==> src/hw/rtl/erlp_pkg.sv <==
// shared types and constants of the embedded register line parser
`timescale 1ns / 1ps
`default_nettype none
package erlp_pkg;

  localparam int unsigned PositionBits = 12;
  localparam int unsigned LimitBits    = 12;
  localparam int unsigned CmpBits      = (PositionBits > LimitBits) ? PositionBits : LimitBits;

  localparam logic [PositionBits-1:0] PosMax = {PositionBits{1'b1}};

  localparam logic [7:0] TagAddrHigh = 8'hAA;
  localparam logic [7:0] TagAddrLow  = 8'hA5;
  localparam logic [7:0] TagValue    = 8'h5A;
  localparam logic [7:0] StartOfLine = 8'h0A;

  // 1828 / 2 * 3 and 1500 / 2 * 3
  localparam logic [LimitBits-1:0] LimitRow0Reset = LimitBits'(1828 / 2 * 3);
  localparam logic [LimitBits-1:0] LimitRow1Reset = LimitBits'(1500 / 2 * 3);

  // configuration register indexes
  localparam logic RegLimitRow0 = 1'b0;
  localparam logic RegLimitRow1 = 1'b1;

  // result kinds
  localparam logic KindRegister = 1'b0;
  localparam logic KindBadStart = 1'b1;

  // position modulo three
  localparam logic [1:0] PhaseValue = 2'd0;
  localparam logic [1:0] PhaseTag   = 2'd1;
  localparam logic [1:0] PhasePad   = 2'd2;

  typedef struct packed {
    logic        kind;
    logic [15:0] address;
    logic [15:0] value;
  } result_t;

endpackage
`default_nettype wire

==> src/hw/rtl/erlp_skid.sv <==
// output register with skid stage for decoded results
`timescale 1ns / 1ps
`default_nettype none
module erlp_skid (
  input  wire                      clk_i,
  input  wire                      rst_ni,
  input  wire                      push_i,
  input  erlp_pkg::result_t        push_data_i,
  output logic                     full_o,
  output logic                     out_valid_o,
  input  wire                      out_stall_i,
  output erlp_pkg::result_t        out_data_o
);

  logic               out_valid_q, skid_valid_q;
  erlp_pkg::result_t  out_q, skid_q;
  logic               pop;

  assign pop = out_valid_q & ~out_stall_i;

  always_ff @(posedge clk_i or negedge rst_ni) begin
    if (!rst_ni) begin
      out_valid_q  <= 1'b0;
      skid_valid_q <= 1'b0;
    end else if (skid_valid_q) begin
      // no push can arrive while the skid entry is held
      if (pop) begin
        out_valid_q  <= 1'b1;
        skid_valid_q <= 1'b0;
      end
    end else if (!out_valid_q || pop) begin
      out_valid_q <= push_i;
    end else if (push_i) begin
      skid_valid_q <= 1'b1;
    end
  end

  always_ff @(posedge clk_i) begin
    if (skid_valid_q) begin
      if (pop) out_q <= skid_q;
    end else if (!out_valid_q || pop) begin
      if (push_i) out_q <= push_data_i;
    end else if (push_i) begin
      skid_q <= push_data_i;
    end
  end

  assign full_o      = skid_valid_q;
  assign out_valid_o = out_valid_q;
  assign out_data_o  = out_q;

endmodule
`default_nettype wire

==> src/hw/rtl/embedded_register_line_parser.sv <==
// top level of the embedded register line parser
`timescale 1ns / 1ps
`default_nettype none
// Takes one byte of a sensor's embedded register line per transaction and
// decodes tag / padding / value triplets into 16-bit register address and
// value pairs. A byte flagged by line_start must be 0x0a, otherwise a bad
// start-of-line result is returned and the rest of the row is ignored.
// Throughput is one byte per clock while input stall is low: the whole
// decode of a byte is a single pass of logic between the parser state
// registers and the result register, and the position modulo three is
// carried in its own small counter so no divider sits in the path. A
// two-entry output (result register plus skid entry) lets the block keep
// taking bytes while a result waits; input stall rises only when both
// entries are full. The per-row tag limits must be written through the
// configuration port only while the block is idle; this is not enforced.
module embedded_register_line_parser (
  input  wire         clk_i,
  input  wire         rst_ni,
  // byte input
  input  wire         in_valid_i,
  output logic        in_stall_o,
  input  wire  [7:0]  data_byte_i,
  input  wire         line_start_i,
  input  wire         row_number_i,
  // result output
  output logic        out_valid_o,
  input  wire         out_stall_i,
  output logic        result_kind_o,
  output logic [15:0] reg_address_o,
  output logic [15:0] reg_value_o,
  // configuration
  input  wire         cfg_we_i,
  input  wire         cfg_index_i,
  input  wire  [erlp_pkg::LimitBits-1:0] cfg_data_i
);

  // tag position limits
  logic [erlp_pkg::LimitBits-1:0] limit_row0_q, limit_row1_q;

  // parser state
  logic [erlp_pkg::PositionBits-1:0] pos_q, pos_d;
  logic [1:0]  phase_q, phase_d;        // pos_q modulo three
  logic [7:0]  tag_q, tag_d;
  logic        tag_in_range_q, tag_in_range_d;
  logic [15:0] addr_q, addr_d;
  logic        value_phase_q, value_phase_d;
  logic [7:0]  high_byte_q, high_byte_d;
  logic        skipped_q, skipped_d;

  logic               accept;
  logic               res_valid;
  erlp_pkg::result_t  res;
  logic               skid_full;
  erlp_pkg::result_t  out_data;
  logic [erlp_pkg::LimitBits-1:0] limit;

  assign accept = in_valid_i & ~in_stall_o;
  assign limit  = row_number_i ? limit_row1_q : limit_row0_q;

  // configuration writes
  always_ff @(posedge clk_i or negedge rst_ni) begin
    if (!rst_ni) begin
      limit_row0_q <= erlp_pkg::LimitRow0Reset;
      limit_row1_q <= erlp_pkg::LimitRow1Reset;
    end else if (cfg_we_i) begin
      unique case (cfg_index_i)
        erlp_pkg::RegLimitRow0: limit_row0_q <= cfg_data_i;
        erlp_pkg::RegLimitRow1: limit_row1_q <= cfg_data_i;
        default: ;
      endcase
    end
  end

  // single-pass byte decode
  always_comb begin
    pos_d          = pos_q;
    phase_d        = phase_q;
    tag_d          = tag_q;
    tag_in_range_d = tag_in_range_q;
    addr_d         = addr_q;
    value_phase_d  = value_phase_q;
    high_byte_d    = high_byte_q;
    skipped_d      = skipped_q;
    res_valid      = 1'b0;
    res.kind       = erlp_pkg::KindRegister;
    res.address    = addr_q;
    res.value      = {high_byte_q, data_byte_i};

    if (line_start_i) begin
      // restart the row at position 0, next byte is position 1
      skipped_d      = 1'b0;
      tag_in_range_d = 1'b0;
      tag_d          = 8'h00;
      addr_d         = 16'h0000;
      value_phase_d  = 1'b0;
      pos_d          = erlp_pkg::PositionBits'(1);
      phase_d        = erlp_pkg::PhaseTag;
      if (data_byte_i != erlp_pkg::StartOfLine) begin
        skipped_d   = 1'b1;
        res_valid   = 1'b1;
        res.kind    = erlp_pkg::KindBadStart;
        res.address = 16'h0000;
        res.value   = 16'h0000;
      end
    end else if (!skipped_q) begin
      if (phase_q == erlp_pkg::PhaseTag) begin
        tag_d          = data_byte_i;
        tag_in_range_d = (erlp_pkg::CmpBits'(pos_q) <= erlp_pkg::CmpBits'(limit));
      end else if (phase_q == erlp_pkg::PhaseValue && pos_q != '0 && tag_in_range_q) begin
        tag_in_range_d = 1'b0;
        priority if (tag_q == erlp_pkg::TagAddrHigh) begin
          addr_d = {data_byte_i, 8'h00};
        end else if (tag_q == erlp_pkg::TagAddrLow) begin
          addr_d = (addr_q | {8'h00, data_byte_i}) - 16'd2;
        end else if (tag_q == erlp_pkg::TagValue) begin
          if (!value_phase_q) begin
            // first of a pair: bump address, hold the high value byte
            addr_d        = addr_q + 16'd2;
            high_byte_d   = data_byte_i;
            value_phase_d = 1'b1;
          end else begin
            value_phase_d = 1'b0;
            res_valid     = 1'b1;
          end
        end else begin
          // unknown tag, nothing to do
        end
      end

      // position counter saturates at the end of the row
      if (pos_q == erlp_pkg::PosMax) begin
        skipped_d = 1'b1;
      end else begin
        pos_d   = pos_q + erlp_pkg::PositionBits'(1);
        phase_d = (phase_q == erlp_pkg::PhasePad) ? erlp_pkg::PhaseValue
                                                  : phase_q + 2'd1;
      end
    end
  end

  always_ff @(posedge clk_i or negedge rst_ni) begin
    if (!rst_ni) begin
      pos_q          <= '0;
      phase_q        <= erlp_pkg::PhaseValue;
      tag_q          <= 8'h00;
      tag_in_range_q <= 1'b0;
      addr_q         <= 16'h0000;
      value_phase_q  <= 1'b0;
      high_byte_q    <= 8'h00;
      skipped_q      <= 1'b0;
    end else if (accept) begin
      pos_q          <= pos_d;
      phase_q        <= phase_d;
      tag_q          <= tag_d;
      tag_in_range_q <= tag_in_range_d;
      addr_q         <= addr_d;
      value_phase_q  <= value_phase_d;
      high_byte_q    <= high_byte_d;
      skipped_q      <= skipped_d;
    end
  end

  erlp_skid u_skid (
    .clk_i       (clk_i),
    .rst_ni      (rst_ni),
    .push_i      (accept & res_valid),
    .push_data_i (res),
    .full_o      (skid_full),
    .out_valid_o (out_valid_o),
    .out_stall_i (out_stall_i),
    .out_data_o  (out_data)
  );

  // stall only when both output entries hold results
  assign in_stall_o    = skid_full;
  assign result_kind_o = out_data.kind;
  assign reg_address_o = out_data.address;
  assign reg_value_o   = out_data.value;

  // skid entry is only ever filled behind a held result
  a_skid_behind_out: assert property (@(posedge clk_i) disable iff (!rst_ni)
    skid_full |-> out_valid_o)
    else $error("skid entry valid without output result");

  // a bad start-of-line byte always yields a pending result
  a_bad_start_result: assert property (@(posedge clk_i) disable iff (!rst_ni)
    (accept && line_start_i && data_byte_i != erlp_pkg::StartOfLine)
      |=> out_valid_o)
    else $error("bad start-of-line byte produced no result");

  // error results carry zero address and value
  a_bad_start_zero: assert property (@(posedge clk_i) disable iff (!rst_ni)
    (out_valid_o && result_kind_o == erlp_pkg::KindBadStart)
      |-> (reg_address_o == 16'h0000 && reg_value_o == 16'h0000))
    else $error("error result with nonzero payload");

  // modulo-three counter stays in range
  a_phase_range: assert property (@(posedge clk_i) disable iff (!rst_ni)
    phase_q != 2'd3)
    else $error("position phase out of range");

endmodule
`default_nettype wire
==> config.mk <==
export PLATFORM = sky130hd
export DESIGN_NAME = embedded_register_line_parser
export DESIGN_NICKNAME = d
export VERILOG_FILES = /design/src/hw/rtl/erlp_pkg.sv /design/src/hw/rtl/erlp_skid.sv /design/src/hw/rtl/embedded_register_line_parser.sv
export SDC_FILE = /design/constraint.sdc
export NUM_CORES = 1
export LEC_CHECK = 0
export BUFFER_PORTS_ARGS = -buffer_cell sky130_fd_sc_hd__buf_2
export CAP_MARGIN = 20
export CORE_ASPECT_RATIO = 1.75
export CORE_MARGIN = 3
export CORE_UTILIZATION = 60
export CTS_CLUSTER_SIZE = 28
export DETAILED_ROUTE_END_ITERATION = 8
export PLACE_DENSITY = 0.91
export SYNTH_ARGS = -nofsm -noshare
export SYNTH_HDL_FRONTEND = slang
export SYNTH_SLANG_ARGS = --single-unit
==> constraint.sdc <==
create_clock -name clk_i -period 11.1 [get_ports clk_i]
set_input_delay 1.665 -clock clk_i [delete_from_list [all_inputs] [get_ports clk_i]]
set_output_delay 1.665 -clock clk_i [all_outputs]
set_load 0.02 [all_outputs]
==> results.md <==
* RSZ-0062 raised after global routing: false
* Most used routing layer: met2
* Seq/Total Area, Yosys at 55.1%
* DP HPWL at 11.7 mm
* Top delay family on crit path: simple AND/OR/NAND/NOR gates
* Initial Util at 62.2%
* First-pass DRT Iterations at 6
* Worst IR Drop VDD at 0.000137 V
* Routed Antenna Nets at 0
* Worst path required time at 11.41 ns
* Ranking of synthesized cells by area: edfxtp_1 28%, dfrtp_1 22%, mux2_2 10%, dfstp_2 4.5%, ha_1 2.9%
* Synth top area share at 28.2%
* Setup-failing EPs final at 0
* PwrDens at 208 nW/um^2
* Yosys warning total at 0
* Clock-pin slew on the worst setup and hold paths at roughly 0.07 ns
* Post-synth EDFFs at 66
* Rows at 51
* Post-layout util at between 70% and 80%
* Reg-to-reg endpoint: addr_q[1]
* Routed wire length at 16.8 mm
* CP Data Arrival Time at 3.88 ns
* CP peak stage delay at 0.63 ns
* Vias/cell at 6.68
* Hold Crit Class: flip-flop to flip-flop
* CP max FO at 13
* Initial antenna violation count at 0
* Slowest CP cell: nor2b_1
* CTS sink cnt at about 140
* Final Hold Viols at 0
* Reg2reg start: u_skid.full_o
* Clock Skew at 0.00886 ns
* WL/cell at about 21 um
* Leakage Power at 0.00331 uW
* Vias post-DR at 5,227
* R2r setup slk at approximately 8.4 ns
* Met1 usage at 29.6%
* Final #Nets at approximately 680
* Cell Chain, Critical Path: buf_2 > nor2b_1 > and2_1 > o2111a_1 > nand2_1 > o21ai_0
* Dominant synthesized flop cell: edfxtp_1
* IO Pins at 63
* Mapped Nets at between 600 and 700
* CTS H-tree depth at 4
* Fmax at around 280 MHz
* Global-route wire length before repair at 27.2 mm
* Vias in the first global route at 5,442
* Setup bufs post-CTS at 0
* Total core area at 11,300 um^2
* Most frequent cells after synthesis: 66 x edfxtp_1, 64 x mux2_2, 63 x dfrtp_1
* Crit. End Element: flip-flop
* Later-pin clock latency in the skew report at about 0.42 ns
* Max Cap Viol at 0
* Post-route clock period utilization at 32.1%
* Clk root buf: clkbuf_16
* #FFs+latches synth at ~140
* Crit path depth at 6
* Met2 Track Usage GR at a little under half
* Clock buffer depth at 2
* Critical path capture point: addr_q[1]
* Worst-Margin Slew at 1.11 ns
* Gpl congestion at approximately 0.93
* Initial DRC Count at 404
* Post-synth ARST share at 53.2%
* Cell taking the most area after synthesis: edfxtp_1
* Count of cell types in the netlist at 70
* Die height at 149 um
* Post-CTS sizing at 0
* Worst path bufs/invs at 1
* Die area at 13,100 um^2
* Num CTS Buffers at 17
* Slew Viols, Final at 0
* M3 GR Usage at 4.92%
* Die X at roughly 88 um
* ANT cells at 0
* Synth-to-Final Area Change at 15.0%
* Post-Syn Instances at 578
* FF-to-FF path depth at 5
* Hold_buf cts at 0
* Final Critical Period at around 3.6 ns
* Grt ovf at 0
* Worst setup SP type: input pin
* Outcome: finished clean
* Synthesized cell area at 7020 um^2
* Slew Limit Headroom at 25.9%
* All-layer global routing usage at 27.2%
* DRC errors left at 0
* Layout cells sized above 1 at 29.5%
* Top-count cell post-synth: edfxtp_1
* Mean post-synth cell area at 12.2 um^2
* Fin Setup TNS at 0 ns
* Largest net degree at the start of global routing at 76
* CP Class: input pin to flip-flop
* CTS tree: built
* Port bufs at 62
* Crit path from: in_valid_i
==> sequential cells by signal (all words and copies together) (netlist names) <==
signal / flops
u_skid.out_data_o: 33
u_skid.out_valid_o: 1
limit_row0_q: 12
pos_q: 12
phase_q: 2
u_skid.full_o: 1
skipped_q: 1
high_byte_q: 8
u_skid.skid_q: 33
value_phase_q: 1
tag_in_range_q: 1
tag_q: 8
addr_q: 16
limit_row1_q: 12
==> report_power, final <==
group,switching [uW],internal [uW],leakage (uW),total [uW]
clock,257,303,0.000281,560
combinational,233,164,0.00147,397
sequential,66.8,658,0.00156,725
total,556,1130,0.00331,1680
==> placed cells by master, fill, tap and decap left out, types with 5 or more instances in the layout <==
cell	n
dfstp_2	12
o31ai_1	7
or4_1	9
nand2_1	30
nand3_1	10
a21oi_1	17
nor2b_1	13
clkbuf_16	17
nor3b_1	5
ha_1	16
inv_8	6
and3_1	5
nor4_1	6
dfrtp_1	63
a22o_1	8
and2_1	25
nand4_1	13
buf_2	62
o211ai_1	5
inv_1	14
o21ai_0	19
mux2i_1	13
buf_4	5
edfxtp_1	66
nor2_1	36
mux2_2	64
clkinv_8	5
xnor2_1	6
a22oi_1	5
==> layer usage <==
metal	up-vias	part of all wire, %	wire (um)
met1	2570	35	5870
met4	0	5.4	901
met5	-	0	0
li1	2326	-	-
met2	258	54	9110
met3	73	5.5	931
==> worst reg2reg max path, cell delays in order, from the launching register on <==
cell and delay, ns:
dfrtp_1 0.49, nor2b_1 0.66, and2_1 0.56, o2111a_1 0.51, nand2_1 0.12, o21ai_0 0.31
==> final cells by class <==
cell class              instances  area, um^2
fillers                       744        3220
flip-flops and latches        141        3870
clock inverters                15         179
repair buffers                 69         395
well taps                     132         165
inverters                      15        56.3
multi-input cells             394        2980
clock buffers                  17         425
==> through the flow <==
step                hold slack [ns]  setup WS (ns)  area (um^2)  instances  total power (uW)
floorplan                     0.471           5.73         7020        578               989
global placement              0.479           6.90         7430        749              1080
detailed placement            0.493           6.72         7430        749              1110
CTS                           0.509           7.17         8030        781              1670
global route                  0.526           7.40         8080        783              1750
finish                        0.506           7.54         8080        783              1680
==> worst min path at each step <==
stage,start,endpoint,cells past startpoint
global route,high_byte_q[4],high_byte_q[4],1
floorplan,high_byte_q[0],high_byte_q[0],1
finish,high_byte_q[4],high_byte_q[4],1
CTS,limit_row1_q[2],limit_row1_q[2],1
global placement,high_byte_q[1],high_byte_q[1],1
detailed placement,high_byte_q[5],high_byte_q[5],1
==> logic make-up after synthesis <==
kind of cell | share of synthesized area [%]
adder cells (fa/ha/maj) | 2.85
flip-flops | 55.1
AND/OR/NAND/NOR | 14.9
AO/OA/AOI/OAI | 11.2
buffers and inverters | 2.58
multiplexers | 12.1
XOR/XNOR | 1.25
(Power assumes the default switching activity.)
